<file path="src/rtl/tbbeq_pkg.sv">
// Shared constants, types and command encodings of the three-band biquad equalizer.
package tbbeq_pkg;

	// Parameter defaults
	localparam int DEF_NUM_CHANNELS   = 2;
	localparam int DEF_SAMPLE_BITS    = 24;
	localparam int DEF_COEF_FRAC_BITS = 16;

	// Fixed datapath widths
	localparam int NUM_BANDS = 3;
	localparam int BAND_W    = 2;
	localparam int COEF_W    = 20;
	localparam int DELAY_W   = 32;
	localparam int PROD_W    = COEF_W + DELAY_W;
	localparam int CHANNEL_W = 1;
	localparam int FF_W      = 3 * COEF_W;
	localparam int FB_W      = 2 * COEF_W;

	// Configuration port
	localparam int NUM_REGS  = 6;
	localparam int PDATA_W   = 64;
	localparam int PADDR_W   = 6;
	localparam int ADDR_LSB  = 3;
	localparam int REG_IDX_W = PADDR_W - ADDR_LSB;

	localparam logic [REG_IDX_W-1:0] REG_LOW_FF  = REG_IDX_W'(0);
	localparam logic [REG_IDX_W-1:0] REG_LOW_FB  = REG_IDX_W'(1);
	localparam logic [REG_IDX_W-1:0] REG_MID_FF  = REG_IDX_W'(2);
	localparam logic [REG_IDX_W-1:0] REG_MID_FB  = REG_IDX_W'(3);
	localparam logic [REG_IDX_W-1:0] REG_HIGH_FF = REG_IDX_W'(4);
	localparam logic [REG_IDX_W-1:0] REG_HIGH_FB = REG_IDX_W'(5);

	localparam logic [FF_W-1:0] FF_RESET = FF_W'(65536);
	localparam logic [FB_W-1:0] FB_RESET = '0;

	// Band codes, in cascade order
	localparam logic [BAND_W-1:0] BAND_LOW  = BAND_W'(0);
	localparam logic [BAND_W-1:0] BAND_MID  = BAND_W'(1);
	localparam logic [BAND_W-1:0] BAND_HIGH = BAND_W'(2);

	// Multiplier operand selection
	typedef enum logic [2:0] {
		MUL_NONE,
		MUL_B0X,
		MUL_B1X,
		MUL_B2X,
		MUL_A1Y,
		MUL_A2Y
	} mul_op_t;

	// First accumulator operations
	typedef enum logic [2:0] {
		ACC_HOLD,
		ACC_LOAD_Z1,
		ACC_ADD,
		ACC_Z2_ADD,
		ACC_SUB
	} acc_a_op_t;

	// Second accumulator operations
	typedef enum logic [1:0] {
		ACCB_HOLD,
		ACCB_LOAD,
		ACCB_SUB
	} acc_b_op_t;

	// Round, saturate and write-back targets
	typedef enum logic [1:0] {
		RND_NONE,
		RND_Y,
		RND_Z1,
		RND_Z2
	} rnd_op_t;

	typedef struct packed {
		logic                    load_x;
		logic                    adv_x;
		logic                    load_out;
		logic [BAND_W-1:0]       band;
		logic [BAND_W-1:0]       z2_band;
		mul_op_t                 mul_op;
		acc_a_op_t               acc_a_op;
		acc_b_op_t               acc_b_op;
		rnd_op_t                 rnd_op;
	} cmd_t;

	typedef struct packed {
		logic bypass;
	} stat_t;

	typedef struct packed {
		logic [NUM_BANDS-1:0][FF_W-1:0] ff;
		logic [NUM_BANDS-1:0][FB_W-1:0] fb;
	} coef_bank_t;

endpackage

</file>
<file path="src/rtl/tbbeq_if.sv">
// Valid/ready stream interfaces for equalizer input samples and results.
interface tbbeq_in_if #(
	parameter int SAMPLE_BITS = tbbeq_pkg::DEF_SAMPLE_BITS
) ();
	logic                          valid;
	logic                          ready;
	logic signed [SAMPLE_BITS-1:0] sample_in;
	logic                          channel;
	logic                          last_in;

	modport source (output valid, output sample_in, output channel, output last_in,
		input ready);
	modport sink (input valid, input sample_in, input channel, input last_in,
		output ready);
endinterface

interface tbbeq_out_if #(
	parameter int SAMPLE_BITS = tbbeq_pkg::DEF_SAMPLE_BITS
) ();
	logic                          valid;
	logic                          ready;
	logic signed [SAMPLE_BITS-1:0] sample_out;
	logic                          channel_out;
	logic                          clipped;
	logic                          last_out;

	modport source (output valid, output sample_out, output channel_out, output clipped,
		output last_out, input ready);
	modport sink (input valid, input sample_out, input channel_out, input clipped,
		input last_out, output ready);
endinterface

</file>
<file path="src/rtl/tbbeq_cfg.sv">
// APB coefficient register file; a write to a coefficient register clears the filter state.
module tbbeq_cfg (
	input  logic                          clk,
	input  logic                          arst_n,
	input  logic                          psel,
	input  logic                          penable,
	input  logic                          pwrite,
	input  logic [tbbeq_pkg::PADDR_W-1:0] paddr,
	input  logic [tbbeq_pkg::PDATA_W-1:0] pwdata,
	output logic [tbbeq_pkg::PDATA_W-1:0] prdata,
	output logic                          pready,
	output tbbeq_pkg::coef_bank_t         coefs,
	output logic                          clr_state
);
	import tbbeq_pkg::*;

	logic [REG_IDX_W-1:0]           reg_idx;
	logic                           wr_en;
	logic [NUM_BANDS-1:0][FF_W-1:0] ff_q;
	logic [NUM_BANDS-1:0][FB_W-1:0] fb_q;

	assign reg_idx = paddr[PADDR_W-1:ADDR_LSB];
	assign wr_en   = psel && penable && pwrite;
	assign pready  = 1'b1;

	// Flush delay registers on any write to a real register
	assign clr_state = wr_en && (int'(reg_idx) < NUM_REGS);

	// Capture register writes
	always_ff @(posedge clk or negedge arst_n) begin
		if (!arst_n) begin
			for (int b = 0; b < NUM_BANDS; b++) begin
				ff_q[b] <= FF_RESET;
				fb_q[b] <= FB_RESET;
			end
		end else if (wr_en) begin
			case (reg_idx)
				REG_LOW_FF:  ff_q[BAND_LOW]  <= pwdata[FF_W-1:0];
				REG_LOW_FB:  fb_q[BAND_LOW]  <= pwdata[FB_W-1:0];
				REG_MID_FF:  ff_q[BAND_MID]  <= pwdata[FF_W-1:0];
				REG_MID_FB:  fb_q[BAND_MID]  <= pwdata[FB_W-1:0];
				REG_HIGH_FF: ff_q[BAND_HIGH] <= pwdata[FF_W-1:0];
				REG_HIGH_FB: fb_q[BAND_HIGH] <= pwdata[FB_W-1:0];
				default: ;
			endcase
		end
	end

	// Read back
	always_comb begin
		case (reg_idx)
			REG_LOW_FF:  prdata = PDATA_W'(ff_q[BAND_LOW]);
			REG_LOW_FB:  prdata = PDATA_W'(fb_q[BAND_LOW]);
			REG_MID_FF:  prdata = PDATA_W'(ff_q[BAND_MID]);
			REG_MID_FB:  prdata = PDATA_W'(fb_q[BAND_MID]);
			REG_HIGH_FF: prdata = PDATA_W'(ff_q[BAND_HIGH]);
			REG_HIGH_FB: prdata = PDATA_W'(fb_q[BAND_HIGH]);
			default:     prdata = '0;
		endcase
	end

	assign coefs.ff = ff_q;
	assign coefs.fb = fb_q;

endmodule

</file>
<file path="src/rtl/tbbeq_ctrl.sv">
// Sequencer that schedules the fifteen products of the three biquad stages.
module tbbeq_ctrl (
	input  logic              clk,
	input  logic              arst_n,
	input  logic              in_valid,
	output logic              in_ready,
	output logic              out_valid,
	input  logic              out_ready,
	input  tbbeq_pkg::stat_t  stat,
	output tbbeq_pkg::cmd_t   cmd
);
	import tbbeq_pkg::*;

	typedef enum logic [1:0] {
		ST_IDLE,
		ST_RUN,
		ST_TAIL,
		ST_FINISH
	} state_t;

	// Phases inside one band
	localparam logic [2:0] PH_MUL_B0 = 3'd0;
	localparam logic [2:0] PH_MUL_B1 = 3'd1;
	localparam logic [2:0] PH_MUL_B2 = 3'd2;
	localparam logic [2:0] PH_MUL_A1 = 3'd3;
	localparam logic [2:0] PH_MUL_A2 = 3'd4;
	localparam logic [2:0] PH_WB_Z1  = 3'd5;

	state_t            state_q;
	logic [2:0]        phase_q;
	logic [BAND_W-1:0] band_q;
	logic              out_valid_q;

	assign in_ready  = (state_q == ST_IDLE);
	assign out_valid = out_valid_q;

	// Decode the datapath command for this cycle
	always_comb begin
		cmd.load_x   = (state_q == ST_IDLE) && in_valid;
		cmd.adv_x    = 1'b0;
		cmd.load_out = (state_q == ST_FINISH) && (!out_valid_q || out_ready);
		cmd.band     = band_q;
		cmd.z2_band  = band_q - BAND_W'(1);
		cmd.mul_op   = MUL_NONE;
		cmd.acc_a_op = ACC_HOLD;
		cmd.acc_b_op = ACCB_HOLD;
		cmd.rnd_op   = RND_NONE;
		case (state_q)
			ST_RUN: begin
				if (!stat.bypass) begin
					case (phase_q)
						PH_MUL_B0: begin
							cmd.mul_op   = MUL_B0X;
							cmd.acc_a_op = ACC_LOAD_Z1;
							// finish the previous band's second delay
							if (band_q != BAND_LOW) cmd.rnd_op = RND_Z2;
						end
						PH_MUL_B1: begin
							cmd.mul_op   = MUL_B1X;
							cmd.acc_a_op = ACC_ADD;
						end
						PH_MUL_B2: begin
							cmd.mul_op   = MUL_B2X;
							cmd.acc_a_op = ACC_Z2_ADD;
							cmd.rnd_op   = RND_Y;
						end
						PH_MUL_A1: begin
							cmd.mul_op   = MUL_A1Y;
							cmd.acc_b_op = ACCB_LOAD;
						end
						PH_MUL_A2: begin
							cmd.mul_op   = MUL_A2Y;
							cmd.acc_a_op = ACC_SUB;
						end
						PH_WB_Z1: begin
							cmd.rnd_op   = RND_Z1;
							cmd.acc_b_op = ACCB_SUB;
							cmd.adv_x    = 1'b1;
						end
						default: ;
					endcase
				end
			end
			ST_TAIL: begin
				cmd.rnd_op  = RND_Z2;
				cmd.z2_band = BAND_HIGH;
			end
			default: ;
		endcase
	end

	// Advance the state, band and phase; hold the result valid until transfer
	always_ff @(posedge clk or negedge arst_n) begin
		if (!arst_n) begin
			state_q     <= ST_IDLE;
			phase_q     <= PH_MUL_B0;
			band_q      <= BAND_LOW;
			out_valid_q <= 1'b0;
		end else begin
			if (cmd.load_out) begin
				out_valid_q <= 1'b1;
			end else if (out_ready) begin
				out_valid_q <= 1'b0;
			end
			case (state_q)
				ST_IDLE: begin
					if (in_valid) begin
						state_q <= ST_RUN;
						phase_q <= PH_MUL_B0;
						band_q  <= BAND_LOW;
					end
				end
				ST_RUN: begin
					if (stat.bypass) begin
						state_q <= ST_FINISH;
					end else if (phase_q == PH_WB_Z1) begin
						phase_q <= PH_MUL_B0;
						if (band_q == BAND_HIGH) begin
							state_q <= ST_TAIL;
						end else begin
							band_q <= band_q + BAND_W'(1);
						end
					end else begin
						phase_q <= phase_q + 3'd1;
					end
				end
				ST_TAIL: begin
					state_q <= ST_FINISH;
				end
				ST_FINISH: begin
					if (cmd.load_out) state_q <= ST_IDLE;
				end
				default: state_q <= ST_IDLE;
			endcase
		end
	end

endmodule

</file>
<file path="src/rtl/tbbeq_dp.sv">
// Shared-multiplier biquad datapath with per-channel delay registers.
module tbbeq_dp #(
	parameter int NUM_CHANNELS   = tbbeq_pkg::DEF_NUM_CHANNELS,
	parameter int SAMPLE_BITS    = tbbeq_pkg::DEF_SAMPLE_BITS,
	parameter int COEF_FRAC_BITS = tbbeq_pkg::DEF_COEF_FRAC_BITS
) (
	input  logic                          clk,
	input  logic                          arst_n,
	input  tbbeq_pkg::cmd_t               cmd,
	output tbbeq_pkg::stat_t              stat,
	input  tbbeq_pkg::coef_bank_t         coefs,
	input  logic                          clr_state,
	input  logic signed [SAMPLE_BITS-1:0] sample_in,
	input  logic                          channel,
	input  logic                          last_in,
	output logic signed [SAMPLE_BITS-1:0] sample_out,
	output logic                          channel_out,
	output logic                          clipped,
	output logic                          last_out
);
	import tbbeq_pkg::*;

	// Only channels reachable through the channel field keep state
	localparam int STATE_CH = (NUM_CHANNELS < (1 << CHANNEL_W)) ? NUM_CHANNELS
		: (1 << CHANNEL_W);
	localparam int ENT      = NUM_BANDS * STATE_CH;
	localparam int ENT_W    = $clog2(ENT);
	localparam int ACC_W    = ((DELAY_W + COEF_FRAC_BITS > PROD_W) ?
		DELAY_W + COEF_FRAC_BITS : PROD_W) + 2;

	localparam logic signed [ACC_W-1:0]       RND_HALF = ACC_W'(1 << (COEF_FRAC_BITS - 1));
	localparam logic signed [DELAY_W-1:0]     DLY_MAX  = {1'b0, {(DELAY_W-1){1'b1}}};
	localparam logic signed [DELAY_W-1:0]     DLY_MIN  = {1'b1, {(DELAY_W-1){1'b0}}};
	localparam logic signed [SAMPLE_BITS-1:0] SMP_MAX  = {1'b0, {(SAMPLE_BITS-1){1'b1}}};
	localparam logic signed [SAMPLE_BITS-1:0] SMP_MIN  = {1'b1, {(SAMPLE_BITS-1){1'b0}}};

	logic signed [DELAY_W-1:0] z1_q [ENT];
	logic signed [DELAY_W-1:0] z2_q [ENT];

	logic signed [DELAY_W-1:0]     x_q;
	logic signed [DELAY_W-1:0]     y_q;
	logic signed [PROD_W-1:0]      prod_q;
	logic signed [ACC_W-1:0]       acc_a_q;
	logic signed [ACC_W-1:0]       acc_b_q;
	logic                          ch_q;
	logic                          last_q;
	logic                          bypass_q;
	logic signed [SAMPLE_BITS-1:0] sample_out_q;
	logic                          channel_out_q;
	logic                          clipped_q;
	logic                          last_out_q;

	logic [FF_W-1:0]           ff_sel;
	logic [FB_W-1:0]           fb_sel;
	logic signed [COEF_W-1:0]  coef_op;
	logic signed [DELAY_W-1:0] mul_opnd;
	logic signed [PROD_W-1:0]  prod_c;
	logic [ENT_W-1:0]          idx_rd;
	logic [ENT_W-1:0]          idx_z2;
	logic signed [DELAY_W-1:0] z1_rd;
	logic signed [DELAY_W-1:0] z2_rd;
	logic signed [ACC_W-1:0]   rnd_src;
	logic signed [ACC_W-1:0]   rnd_sum;
	logic signed [ACC_W-1:0]   rnd_shift;
	logic signed [DELAY_W-1:0] rnd_res;
	logic signed [DELAY_W-1:0] x_ext;
	logic                      y_fits;

	function automatic logic [ENT_W-1:0] ent_idx(input logic [BAND_W-1:0] b, input logic c);
		ent_idx = ENT_W'(int'(b) * STATE_CH + ((STATE_CH > 1) ? int'(c) : 0));
	endfunction

	assign stat.bypass = bypass_q;
	assign x_ext       = DELAY_W'(sample_in);

	// Select coefficient and operand for the shared multiplier
	assign ff_sel = coefs.ff[cmd.band];
	assign fb_sel = coefs.fb[cmd.band];
	always_comb begin
		case (cmd.mul_op)
			MUL_B0X: begin
				coef_op  = ff_sel[0*COEF_W +: COEF_W];
				mul_opnd = x_q;
			end
			MUL_B1X: begin
				coef_op  = ff_sel[1*COEF_W +: COEF_W];
				mul_opnd = x_q;
			end
			MUL_B2X: begin
				coef_op  = ff_sel[2*COEF_W +: COEF_W];
				mul_opnd = x_q;
			end
			MUL_A1Y: begin
				coef_op  = fb_sel[0*COEF_W +: COEF_W];
				mul_opnd = y_q;
			end
			MUL_A2Y: begin
				coef_op  = fb_sel[1*COEF_W +: COEF_W];
				mul_opnd = y_q;
			end
			default: begin
				coef_op  = '0;
				mul_opnd = x_q;
			end
		endcase
	end
	assign prod_c = coef_op * mul_opnd;

	// Delay register reads for this band and channel
	assign idx_rd = ent_idx(cmd.band, ch_q);
	assign idx_z2 = ent_idx(cmd.z2_band, ch_q);
	assign z1_rd  = z1_q[idx_rd];
	assign z2_rd  = z2_q[idx_rd];

	// Round half up, then saturate to 32 bits
	assign rnd_src   = (cmd.rnd_op == RND_Z2) ? acc_b_q : acc_a_q;
	assign rnd_sum   = rnd_src + RND_HALF;
	assign rnd_shift = rnd_sum >>> COEF_FRAC_BITS;
	always_comb begin
		if ((&rnd_shift[ACC_W-1:DELAY_W-1]) || !(|rnd_shift[ACC_W-1:DELAY_W-1])) begin
			rnd_res = rnd_shift[DELAY_W-1:0];
		end else if (rnd_shift[ACC_W-1]) begin
			rnd_res = DLY_MIN;
		end else begin
			rnd_res = DLY_MAX;
		end
	end

	assign y_fits = (&y_q[DELAY_W-1:SAMPLE_BITS-1]) || !(|y_q[DELAY_W-1:SAMPLE_BITS-1]);

	// Delay registers: clear on reset or coefficient write, write back from rounder
	always_ff @(posedge clk or negedge arst_n) begin
		if (!arst_n) begin
			for (int e = 0; e < ENT; e++) begin
				z1_q[e] <= '0;
				z2_q[e] <= '0;
			end
		end else if (clr_state) begin
			for (int e = 0; e < ENT; e++) begin
				z1_q[e] <= '0;
				z2_q[e] <= '0;
			end
		end else begin
			if (cmd.rnd_op == RND_Z1) z1_q[idx_rd] <= rnd_res;
			if (cmd.rnd_op == RND_Z2) z2_q[idx_z2] <= rnd_res;
		end
	end

	// Bypass flag for channels without state
	always_ff @(posedge clk or negedge arst_n) begin
		if (!arst_n) begin
			bypass_q <= 1'b0;
		end else if (cmd.load_x) begin
			bypass_q <= (int'(channel) >= NUM_CHANNELS);
		end
	end

	// Sample, product and accumulator registers
	always_ff @(posedge clk) begin
		if (cmd.load_x) begin
			x_q    <= x_ext;
			y_q    <= x_ext;
			ch_q   <= channel;
			last_q <= last_in;
		end else begin
			if (cmd.adv_x) x_q <= y_q;
			if (cmd.rnd_op == RND_Y) y_q <= rnd_res;
		end

		if (cmd.mul_op != MUL_NONE) prod_q <= prod_c;

		case (cmd.acc_a_op)
			ACC_LOAD_Z1: acc_a_q <= ACC_W'(z1_rd) <<< COEF_FRAC_BITS;
			ACC_ADD:     acc_a_q <= acc_a_q + ACC_W'(prod_q);
			ACC_Z2_ADD:  acc_a_q <= (ACC_W'(z2_rd) <<< COEF_FRAC_BITS) + ACC_W'(prod_q);
			ACC_SUB:     acc_a_q <= acc_a_q - ACC_W'(prod_q);
			default: ;
		endcase

		case (cmd.acc_b_op)
			ACCB_LOAD: acc_b_q <= ACC_W'(prod_q);
			ACCB_SUB:  acc_b_q <= acc_b_q - ACC_W'(prod_q);
			default: ;
		endcase

		// Saturate the cascade output into the result register
		if (cmd.load_out) begin
			channel_out_q <= ch_q;
			last_out_q    <= last_q;
			clipped_q     <= !y_fits;
			if (y_fits) begin
				sample_out_q <= y_q[SAMPLE_BITS-1:0];
			end else if (y_q[DELAY_W-1]) begin
				sample_out_q <= SMP_MIN;
			end else begin
				sample_out_q <= SMP_MAX;
			end
		end
	end

	assign sample_out  = sample_out_q;
	assign channel_out = channel_out_q;
	assign clipped     = clipped_q;
	assign last_out    = last_out_q;

endmodule

</file>
<file path="src/rtl/three_band_biquad_eq.sv">
// Three-band equalizer: low shelf, peak and high shelf biquads in cascade, one sample at a time.
// Each sample runs through three transposed direct-form-II stages on a single shared
// 20x32 multiplier, five products per band, followed by a rounding tail state and a result
// state: a sample is taken only after the last one has left the result state, and a channel
// without filter state passes through without the filter stages. The result sits in an
// output register, so the next sample is taken while an earlier result waits for transfer.
// Coefficients are signed Q4.16 fields packed in six 64-bit-wide APB registers at byte
// addresses 0, 8, ... 40; a write to any of them clears the delay registers of every channel
// in the same cycle, with no clearing pass.
module three_band_biquad_eq #(
	parameter int NUM_CHANNELS   = tbbeq_pkg::DEF_NUM_CHANNELS,
	parameter int SAMPLE_BITS    = tbbeq_pkg::DEF_SAMPLE_BITS,
	parameter int COEF_FRAC_BITS = tbbeq_pkg::DEF_COEF_FRAC_BITS
) (
	input  logic                          clk,
	input  logic                          arst_n,
	input  logic                          psel,
	input  logic                          penable,
	input  logic                          pwrite,
	input  logic [tbbeq_pkg::PADDR_W-1:0] paddr,
	input  logic [tbbeq_pkg::PDATA_W-1:0] pwdata,
	output logic [tbbeq_pkg::PDATA_W-1:0] prdata,
	output logic                          pready,
	tbbeq_in_if.sink                      in_ch,
	tbbeq_out_if.source                   out_ch
);
	import tbbeq_pkg::*;

	coef_bank_t coefs;
	logic       clr_state;
	cmd_t       cmd;
	stat_t      stat;

	// Coefficient registers
	tbbeq_cfg u_cfg (
		.clk       (clk),
		.arst_n    (arst_n),
		.psel      (psel),
		.penable   (penable),
		.pwrite    (pwrite),
		.paddr     (paddr),
		.pwdata    (pwdata),
		.prdata    (prdata),
		.pready    (pready),
		.coefs     (coefs),
		.clr_state (clr_state)
	);

	// Sequencer
	tbbeq_ctrl u_ctrl (
		.clk       (clk),
		.arst_n    (arst_n),
		.in_valid  (in_ch.valid),
		.in_ready  (in_ch.ready),
		.out_valid (out_ch.valid),
		.out_ready (out_ch.ready),
		.stat      (stat),
		.cmd       (cmd)
	);

	// Filter datapath
	tbbeq_dp #(
		.NUM_CHANNELS   (NUM_CHANNELS),
		.SAMPLE_BITS    (SAMPLE_BITS),
		.COEF_FRAC_BITS (COEF_FRAC_BITS)
	) u_dp (
		.clk         (clk),
		.arst_n      (arst_n),
		.cmd         (cmd),
		.stat        (stat),
		.coefs       (coefs),
		.clr_state   (clr_state),
		.sample_in   (in_ch.sample_in),
		.channel     (in_ch.channel),
		.last_in     (in_ch.last_in),
		.sample_out  (out_ch.sample_out),
		.channel_out (out_ch.channel_out),
		.clipped     (out_ch.clipped),
		.last_out    (out_ch.last_out)
	);

endmodule

</file>
<file path="src/flat_wrapper.sv">
// flat-port wrapper written by rule: the top's interface ports become plain ports
module three_band_biquad_eq_flat import tbbeq_pkg::*;
#(
	parameter int NUM_CHANNELS   = tbbeq_pkg::DEF_NUM_CHANNELS,
	parameter int SAMPLE_BITS    = tbbeq_pkg::DEF_SAMPLE_BITS,
	parameter int COEF_FRAC_BITS = tbbeq_pkg::DEF_COEF_FRAC_BITS
)
  (clk, arst_n, psel, penable, pwrite, paddr, pwdata, prdata, pready, in_ch_valid, in_ch_sample_in, in_ch_channel, in_ch_last_in, in_ch_ready, out_ch_valid, out_ch_sample_out, out_ch_channel_out, out_ch_clipped, out_ch_last_out, out_ch_ready);
  tbbeq_in_if #(.SAMPLE_BITS(SAMPLE_BITS)) in_ch_i ();
  tbbeq_out_if #(.SAMPLE_BITS(SAMPLE_BITS)) out_ch_i ();
  input  logic clk;
  input  logic arst_n;
  input  logic psel;
  input  logic penable;
  input  logic pwrite;
  input  logic [tbbeq_pkg::PADDR_W-1:0] paddr;
  input  logic [tbbeq_pkg::PDATA_W-1:0] pwdata;
  output logic [tbbeq_pkg::PDATA_W-1:0] prdata;
  output logic pready;
  input wire logic [$bits(in_ch_i.valid)-1:0] in_ch_valid;
  input wire logic [$bits(in_ch_i.sample_in)-1:0] in_ch_sample_in;
  input wire logic [$bits(in_ch_i.channel)-1:0] in_ch_channel;
  input wire logic [$bits(in_ch_i.last_in)-1:0] in_ch_last_in;
  output wire logic [$bits(in_ch_i.ready)-1:0] in_ch_ready;
  output wire logic [$bits(out_ch_i.valid)-1:0] out_ch_valid;
  output wire logic [$bits(out_ch_i.sample_out)-1:0] out_ch_sample_out;
  output wire logic [$bits(out_ch_i.channel_out)-1:0] out_ch_channel_out;
  output wire logic [$bits(out_ch_i.clipped)-1:0] out_ch_clipped;
  output wire logic [$bits(out_ch_i.last_out)-1:0] out_ch_last_out;
  input wire logic [$bits(out_ch_i.ready)-1:0] out_ch_ready;
  assign in_ch_i.valid = in_ch_valid;
  assign in_ch_i.sample_in = in_ch_sample_in;
  assign in_ch_i.channel = in_ch_channel;
  assign in_ch_i.last_in = in_ch_last_in;
  assign in_ch_ready = in_ch_i.ready;
  assign out_ch_valid = out_ch_i.valid;
  assign out_ch_sample_out = out_ch_i.sample_out;
  assign out_ch_channel_out = out_ch_i.channel_out;
  assign out_ch_clipped = out_ch_i.clipped;
  assign out_ch_last_out = out_ch_i.last_out;
  assign out_ch_i.ready = out_ch_ready;
  three_band_biquad_eq #(.NUM_CHANNELS(NUM_CHANNELS), .SAMPLE_BITS(SAMPLE_BITS), .COEF_FRAC_BITS(COEF_FRAC_BITS)) u_core (.clk(clk), .arst_n(arst_n), .psel(psel), .penable(penable), .pwrite(pwrite), .paddr(paddr), .pwdata(pwdata), .prdata(prdata), .pready(pready), .in_ch(in_ch_i), .out_ch(out_ch_i));
endmodule
</file>
<file path="config.mk">
export PLATFORM = sky130hd
export DESIGN_NAME = three_band_biquad_eq_flat
export DESIGN_NICKNAME = d
export VERILOG_FILES = /design/src/rtl/tbbeq_pkg.sv /design/src/rtl/tbbeq_if.sv /design/src/rtl/tbbeq_cfg.sv /design/src/rtl/tbbeq_ctrl.sv /design/src/rtl/tbbeq_dp.sv /design/src/rtl/three_band_biquad_eq.sv /design/src/flat_wrapper.sv
export SDC_FILE = /design/constraint.sdc
export NUM_CORES = 2
export LEC_CHECK = 0
export BUFFER_PORTS_ARGS = -buffer_cell sky130_fd_sc_hd__clkbuf_2
export CORE_MARGIN = 1.5
export CORE_UTILIZATION = 50
export CTS_CLUSTER_DIAMETER = 120
export DETAILED_ROUTE_END_ITERATION = 10
export GPL_ROUTABILITY_DRIVEN = 0
export PLACE_DENSITY = 0.78
export REMOVE_ABC_BUFFERS = 1
export SYNTH_ARGS = -nofsm -noshare
export SYNTH_HDL_FRONTEND = slang
export SYNTH_SLANG_ARGS = --single-unit
</file>
<file path="constraint.sdc">
create_clock -name clk -period 26.1 [get_ports clk]
set_input_delay 1.305 -clock clk [delete_from_list [all_inputs] [get_ports clk]]
set_output_delay 1.305 -clock clk [all_outputs]
set_load 0.02 [all_outputs]
</file>
* After elaboration in Yosys (flattened, before gate mapping) *
Cells that the tools add are included.

storage, ports and cells
  register bits after elaboration = 945

operators by class
  bitwise gates (word level) = 2
  eq/ne operators = 33
  reductions and logical operators = 41
  multiply operators = 1
  muxes and demuxes = 58
  magnitude comparators = 6
  add/subtract/negate cells = 10

operator list
  kind                                             count
  2-to-1 mux 192 bit                               4
  2-to-1 mux 32 bit                                13
  bitwise mux 192 bit                              2
  one-hot mux 60 bit (6 select lines)              1
  one-hot mux 54 bit (4 select lines)              1
  binary-select mux 32 bit (select 3 bit)          2
  demux 32 bit (select 3 bit)                      2
  binary-select mux 60 bit (select 2 bit)          1
  one-hot mux 54 bit (2 select lines)              1
  subtractor 54 x 52 -> 54 bit                     2
  one-hot mux 20 bit (5 select lines)              1
  binary-select mux 40 bit (select 2 bit)          1
  2-to-1 mux 60 bit                                1
  adder 54 x 17 -> 54 bit (second input constant)  1
  adder 54 x 52 -> 54 bit                          1
  2-to-1 mux 54 bit                                1
  adder 48 x 52 -> 53 bit                          1
  multiplier 20 x 32 -> 52 bit                     1
  2-to-1 mux 24 bit                                2
  2-to-1 mux 40 bit                                1
  == test 3 x 2 -> 1 bit (second input constant)   8
  == test 3 bit (second input constant)            7
  2-to-1 mux 2 bit                                 9
  nonzero test 2 bit                               8
  37 further kinds                                 79

* Logic depth before layout (Yosys ltp) *
  depth after elaboration = 14
  gate-level depth with buffers = 38

* By module *
A second synthesis with hierarchy kept.

second synthesis, totals
  cells, all modules = 8130
  area total of the unflattened synthesis = 77177.8 sq um

by module, submodules not included
  module      seq. area each (sq um)  instances  area an instance (sq um)  cells each
  tbbeq_dp    17206.5                 1          62598.8                   7024
  tbbeq_cfg   7511.0                  1          13813.2                   1016
  tbbeq_ctrl  200.2                   1          765.7                     90

* Worst setup path after synthesis *
OpenSTA, ideal clock, no wires.

  path type = register -> register
  start point = register u_core.u_ctrl.phase_q[0]
  end point = register u_core.u_dp.prod_q[51], data pin
  period minus slack after synthesis = 10.693 ns
  path buffers = 4
  data required time = 25.840 ns
  stages on the path, launching flop included = 34
  setup slack = 15.407 ns
  arrival = 10.433 ns
  cells stage by stage = dfrtp_1 > clkbuf_1 > and2_1 > nor2_1 > o21a_1 > nor2_1 > clkbuf_1 > nor2_1 > buf_2 > buf_1 > mux2i_1 > nor2_1 > fa_1 > inv_1 > fa_1 > fa_1 > inv_1 > fa_1 > fa_1 > fa_1 > inv_1 > fa_1 > inv_1 > ha_1 > a21o_1 > a21o_1 > o41a_1 > a21o_1 > o31ai_1 > o22ai_1 > o21ba_2 > a211oi_1 > o21bai_1 > xnor2_1

between the ends
  word-level cells in the longest chain between the ends = 7
  elaborated cells between the ends (all ways) = 16

ends and longest elaborated chain
  element                                RTL line           source
  from (decl)                            tbbeq_ctrl.sv:30   logic [2:0] phase_q;
  from (signal assigned)                 tbbeq_ctrl.sv:124  phase_q <= phase_q + 3'd1;
  == test 3 bit (tied with other cells)  tbbeq_ctrl.sv:51   case (phase_q)
  one-hot mux 3 bit (5 select lines) *   tbbeq_ctrl.sv:51
  2-to-1 mux 8 bit *                     tbbeq_ctrl.sv:48   case (state_q)
  == test 3 bit                          tbbeq_dp.sv:80     case (cmd.mul_op)
  OR reduction 2 bit (no source line)    n/a
  2-to-1 mux 32 bit                      tbbeq_dp.sv:80
  multiplier 20 x 32 -> 52 bit *         tbbeq_dp.sv:107    assign prod_c = coef_op * mul_opnd;
  named net u_core.u_dp.prod_c[51]       tbbeq_dp.sv:57     logic signed [PROD_W-1:0] prod_c;
  to (signal assigned)                   tbbeq_dp.sv:170    if (cmd.mul_op != MUL_NONE) prod_q <= prod_c;
  to (decl)                              tbbeq_dp.sv:42     logic signed [PROD_W-1:0] prod_q;

Mark *: on every way through the listed nets, which the timed path passes. The rest lies on a longest branch.
A chain may end at the register's enable or synchronous reset.

* Final worst setup path *
Ends and elaborated chain as after synthesis.

==> flow_summary.yaml <==
floorplanning:
  floorplan.initialDensity_pct: 50.57
  fp.dieH_um: 390.2
  top_level_ports: 197
  fp.coreArea_um2: 148200
  floorplan.die_area_um2: 152200
  floorplan.rows: 141
  floorplan.die.width_um: 390.2
routing:
  antenna_left: 0
  drc_violation_count_after_routing: 0
  finalWirelength_um: 239500
  num_vias: 62150
  drtIter0Drc: 7625
  wl_per_cell_um: 24.54
  vias_per_cell: 6.367
  detail_route.first_pass.iterations: 8
clocking:
  tritoncts: "built"
  clkSinkCount: 945
  clock_latency_ns: 0.77
  cts-hold-fix-buffers: 0
  cts_max_level: 3
  post-cts-setup-buffers: 0
  post_cts_resize_count: 0
  numCtsBuffers: 100
  cts_max_path_buffers: 3
  cts_root_buffer: "sky130_fd_sc_hd__clkbuf_16"
  clk_pin_slew_worst_paths_ns: 0.06
power_and_ir_drop:
  power-per-cell-area_nw_per_um2: 142.3
  p_total_mw: 11.60
  worst_ir_drop_on_vdd_uv: 135.3
  cellLeakagePower_nw: 37.42
critical_path:
  crit_end_category: "flip-flop"
  criticalPathCategory: "reg -> reg"
  startpoint_type: "flip-flop"
  path_common_cell: "sky130_fd_sc_hd__fa_1"
  worst_path_max_delay_cell: "sky130_fd_sc_hd__o21ai_1"
  cp_top_family: "adder cells"
  worst-path-max-fanout: 61
  timing.critical_path.buf_inv: 8
  worst_endpoint_required_time_ns: 26.58
  critPathArrivalTime_ns: 12.31
  cpPeakStageDelay_ns: 1.07
yosys:
  flops_latches_synth: 945
  synth.cells.most_frequent: "1047 x sky130_fd_sc_hd__nand2_1, 881 x sky130_fd_sc_hd__inv_1, 689 x sky130_fd_sc_hd__dfrtp_1"
  synthCells: 7744
  ys_dominant_reg_cell: "sky130_fd_sc_hd__dfrtp_1"
  synth_largest_area_cell: "sky130_fd_sc_hd__dfrtp_1"
  synth-edff-count: 253
  share_of_flip_flops_with_an_asynchronous_set_or_reset_after_synthesis_pct: 73.23
  ys_seq_area_share_pct: 33.25
  synth-warning-count: 0
  syn-cell-area_um2: 74950
  synthTopCellsByArea: "sky130_fd_sc_hd__dfrtp_1 23%, sky130_fd_sc_hd__fa_1 17%, sky130_fd_sc_hd__edfxtp_1 10%, sky130_fd_sc_hd__nand2_1 5.2%, sky130_fd_sc_hd__mux2_2 5.0%"
  synth_top_area_share_pct: 23.01
  synthDistinctLibCells: 88
  synth.avg_cell_area_um2: 9.678
  synth_most_common_cell: "sky130_fd_sc_hd__nand2_1"
outcome:
  status: "completed"
cells_and_area:
  ratio_of_cells_with_drive_above_1_in_the_final_layout_pct: 12.97
  postLayoutCoreUtil_pct: 55.00
  final_nets: 8770
  fill_cells: 12460
  area_delta_synth_final_pct: 8.753
  final_design_area_no_fill_um2: 81510
  layout.cells.non_filler: 9762
place:
  place.detailed.instances: 9572
  io_buffer_count: 184
  dpl_worst_slack_ns: 14.64
  post_dp_area_um2: 78160
  dp.final_hpwl_um: 165400
sta:
  max_slew_margin_pct: 7.037
  grt_setup_unrepaired: "no"
  setup_viol: 0
  fmaxAchievable_ghz: 0.08449
  finalHoldViolations: 0
  finalWorstPathRequiredPeriod_ns: 11.84
  whs_ns: 0.4278
  setup_tns_ns: 0
  finalWorstSetupSlack_ns: 14.26
  final-max-slew-violation-count: 0
  worst_slew_pin_slew_ns: 1.389
  finalCritPeriodShare_pct: 45.35
  clock-skew-final_ns: 0.07980
hold_path:
  hold_class: "reg -> reg"
run:
  max_cap_violations: 0
grt:
  antenna_violations_before_repair: 15
  grt_pass1_wl_um: 367400
  grt_pass1_vias: 63080
  grt.overflow.total: 0
  largest_net_degree_at_the_start_of_global_routing: 200
  global_route.usage.total_pct: 31.31
## placed cells by master (no fill, tap or decap), types with 28 or more instances in the layout
master,instances
sky130_fd_sc_hd__a211oi_1,28
sky130_fd_sc_hd__a21o_1,110
sky130_fd_sc_hd__a21oi_1,202
sky130_fd_sc_hd__a221o_1,37
sky130_fd_sc_hd__a221oi_1,68
sky130_fd_sc_hd__a22oi_1,145
sky130_fd_sc_hd__a31oi_1,50
sky130_fd_sc_hd__and2_1,38
sky130_fd_sc_hd__and3_1,38
sky130_fd_sc_hd__buf_4,148
sky130_fd_sc_hd__clkbuf_16,101
sky130_fd_sc_hd__clkbuf_2,183
sky130_fd_sc_hd__dfrtp_1,687
sky130_fd_sc_hd__edfxtp_1,253
sky130_fd_sc_hd__fa_1,640
sky130_fd_sc_hd__ha_1,282
sky130_fd_sc_hd__inv_1,878
sky130_fd_sc_hd__mux2_2,333
sky130_fd_sc_hd__mux2i_1,200
sky130_fd_sc_hd__mux4_2,64
sky130_fd_sc_hd__nand2_1,1042
sky130_fd_sc_hd__nand2b_1,69
sky130_fd_sc_hd__nand3_1,147
sky130_fd_sc_hd__nand4_1,39
sky130_fd_sc_hd__nor2_1,514
sky130_fd_sc_hd__nor2b_1,31
sky130_fd_sc_hd__nor3_1,64
sky130_fd_sc_hd__o21ai_0,326
sky130_fd_sc_hd__o21ai_1,349
sky130_fd_sc_hd__o21bai_1,34
sky130_fd_sc_hd__xnor2_1,165
sky130_fd_sc_hd__xor2_1,93
## report_power, final
| group | switching, mW | leakage, nW | internal, mW |
|---|---|---|---|
| combinational | 4.90 | 24.1 | 2.92 |
| sequential | 0.307 | 11.7 | 2.00 |
| clock | 0.651 | 1.62 | 0.810 |
| total | 5.86 | 37.4 | 5.74 |
## state kept, by name, indices dropped and copies added, names as in the netlist
register	count
u_core.u_dp.y_q	32
u_core.u_dp.acc_b_q	54
u_core.u_dp.x_q	32
u_core.u_dp.z2_q	192
u_core.u_dp.ch_q	1
u_core.u_ctrl.phase_q	3
u_core.u_dp.prod_q	52
u_core.u_dp.sample_out	24
u_core.u_ctrl.state_q	2
u_core.u_cfg.coefs	300
u_core.u_dp.last_q	1
u_core.u_dp.acc_a_q	54
u_core.u_dp.z1_q	192
u_core.u_ctrl.out_valid	1
u_core.u_dp.last_out	1
u_core.u_ctrl.band_q	2
u_core.u_dp.channel_out	1
u_core.u_dp.clipped	1
## cell type report
class / count / area [µm²] / area share (%)
sequential: 945 / 24930 / 30.58
clock buffer: 137 / 2763 / 3.389
antenna: 9 / 22.52 / 0.02763
clock inverter: 44 / 560.5 / 0.6877
inverter: 881 / 3307 / 4.057
multi-input combinational: 5482 / 45430 / 55.74
tap: 1930 / 2415 / 2.963
timing repair buffer: 334 / 2082 / 2.554
## worst paths after layout
path / from / to / slack, ns / cells after the start
max in group asynchronous: arst_n / u_core.u_dp.z2_q[135]$_DFFE_PN0P_ / 22.05 / 4
hold / removal: u_core.u_dp.last_q$_DFFE_PP_ / u_core.u_dp.last_out$_DFFE_PP_ / 0.43 / 0
min in group asynchronous: arst_n / u_core.u_dp.z1_q[69]$_DFFE_PN0P_ / 0.53 / 1
setup reg to reg: u_core.u_ctrl.phase_q[0]$_DFFE_PN0P_ / u_core.u_dp.prod_q[51]$_DFFE_PP_ / 14.26 / 33
setup / recovery: u_core.u_ctrl.phase_q[0]$_DFFE_PN0P_ / u_core.u_dp.prod_q[51]$_DFFE_PP_ / 14.26 / 33
hold reg to reg: u_core.u_dp.last_q$_DFFE_PP_ / u_core.u_dp.last_out$_DFFE_PP_ / 0.43 / 0
## kinds of logic after synthesis
family | count (synthesis) | synth area share, %
compound gates | 1575 | 13.29
xor+xnor | 258 | 3.015
simple gates | 2120 | 12.18
flops | 945 | 33.25
mux | 601 | 9.658
fa+ha+maj | 923 | 21.82
buf+inv | 1320 | 6.776
other cells | 2 | 0.01002
## per-layer routing
layer / GRT usage (%) / up-vias / share of wire (%)
li1: - / 26240 / -
met1: 40.16 / 30730 / 36
met2: 47.06 / 4258 / 44
met3: 9.364 / 913 / 13
met4: 18.22 / 12 / 6.6
met5: 0 / - / 0.054
No activity file was read; power rests on OpenSTA's default activity.
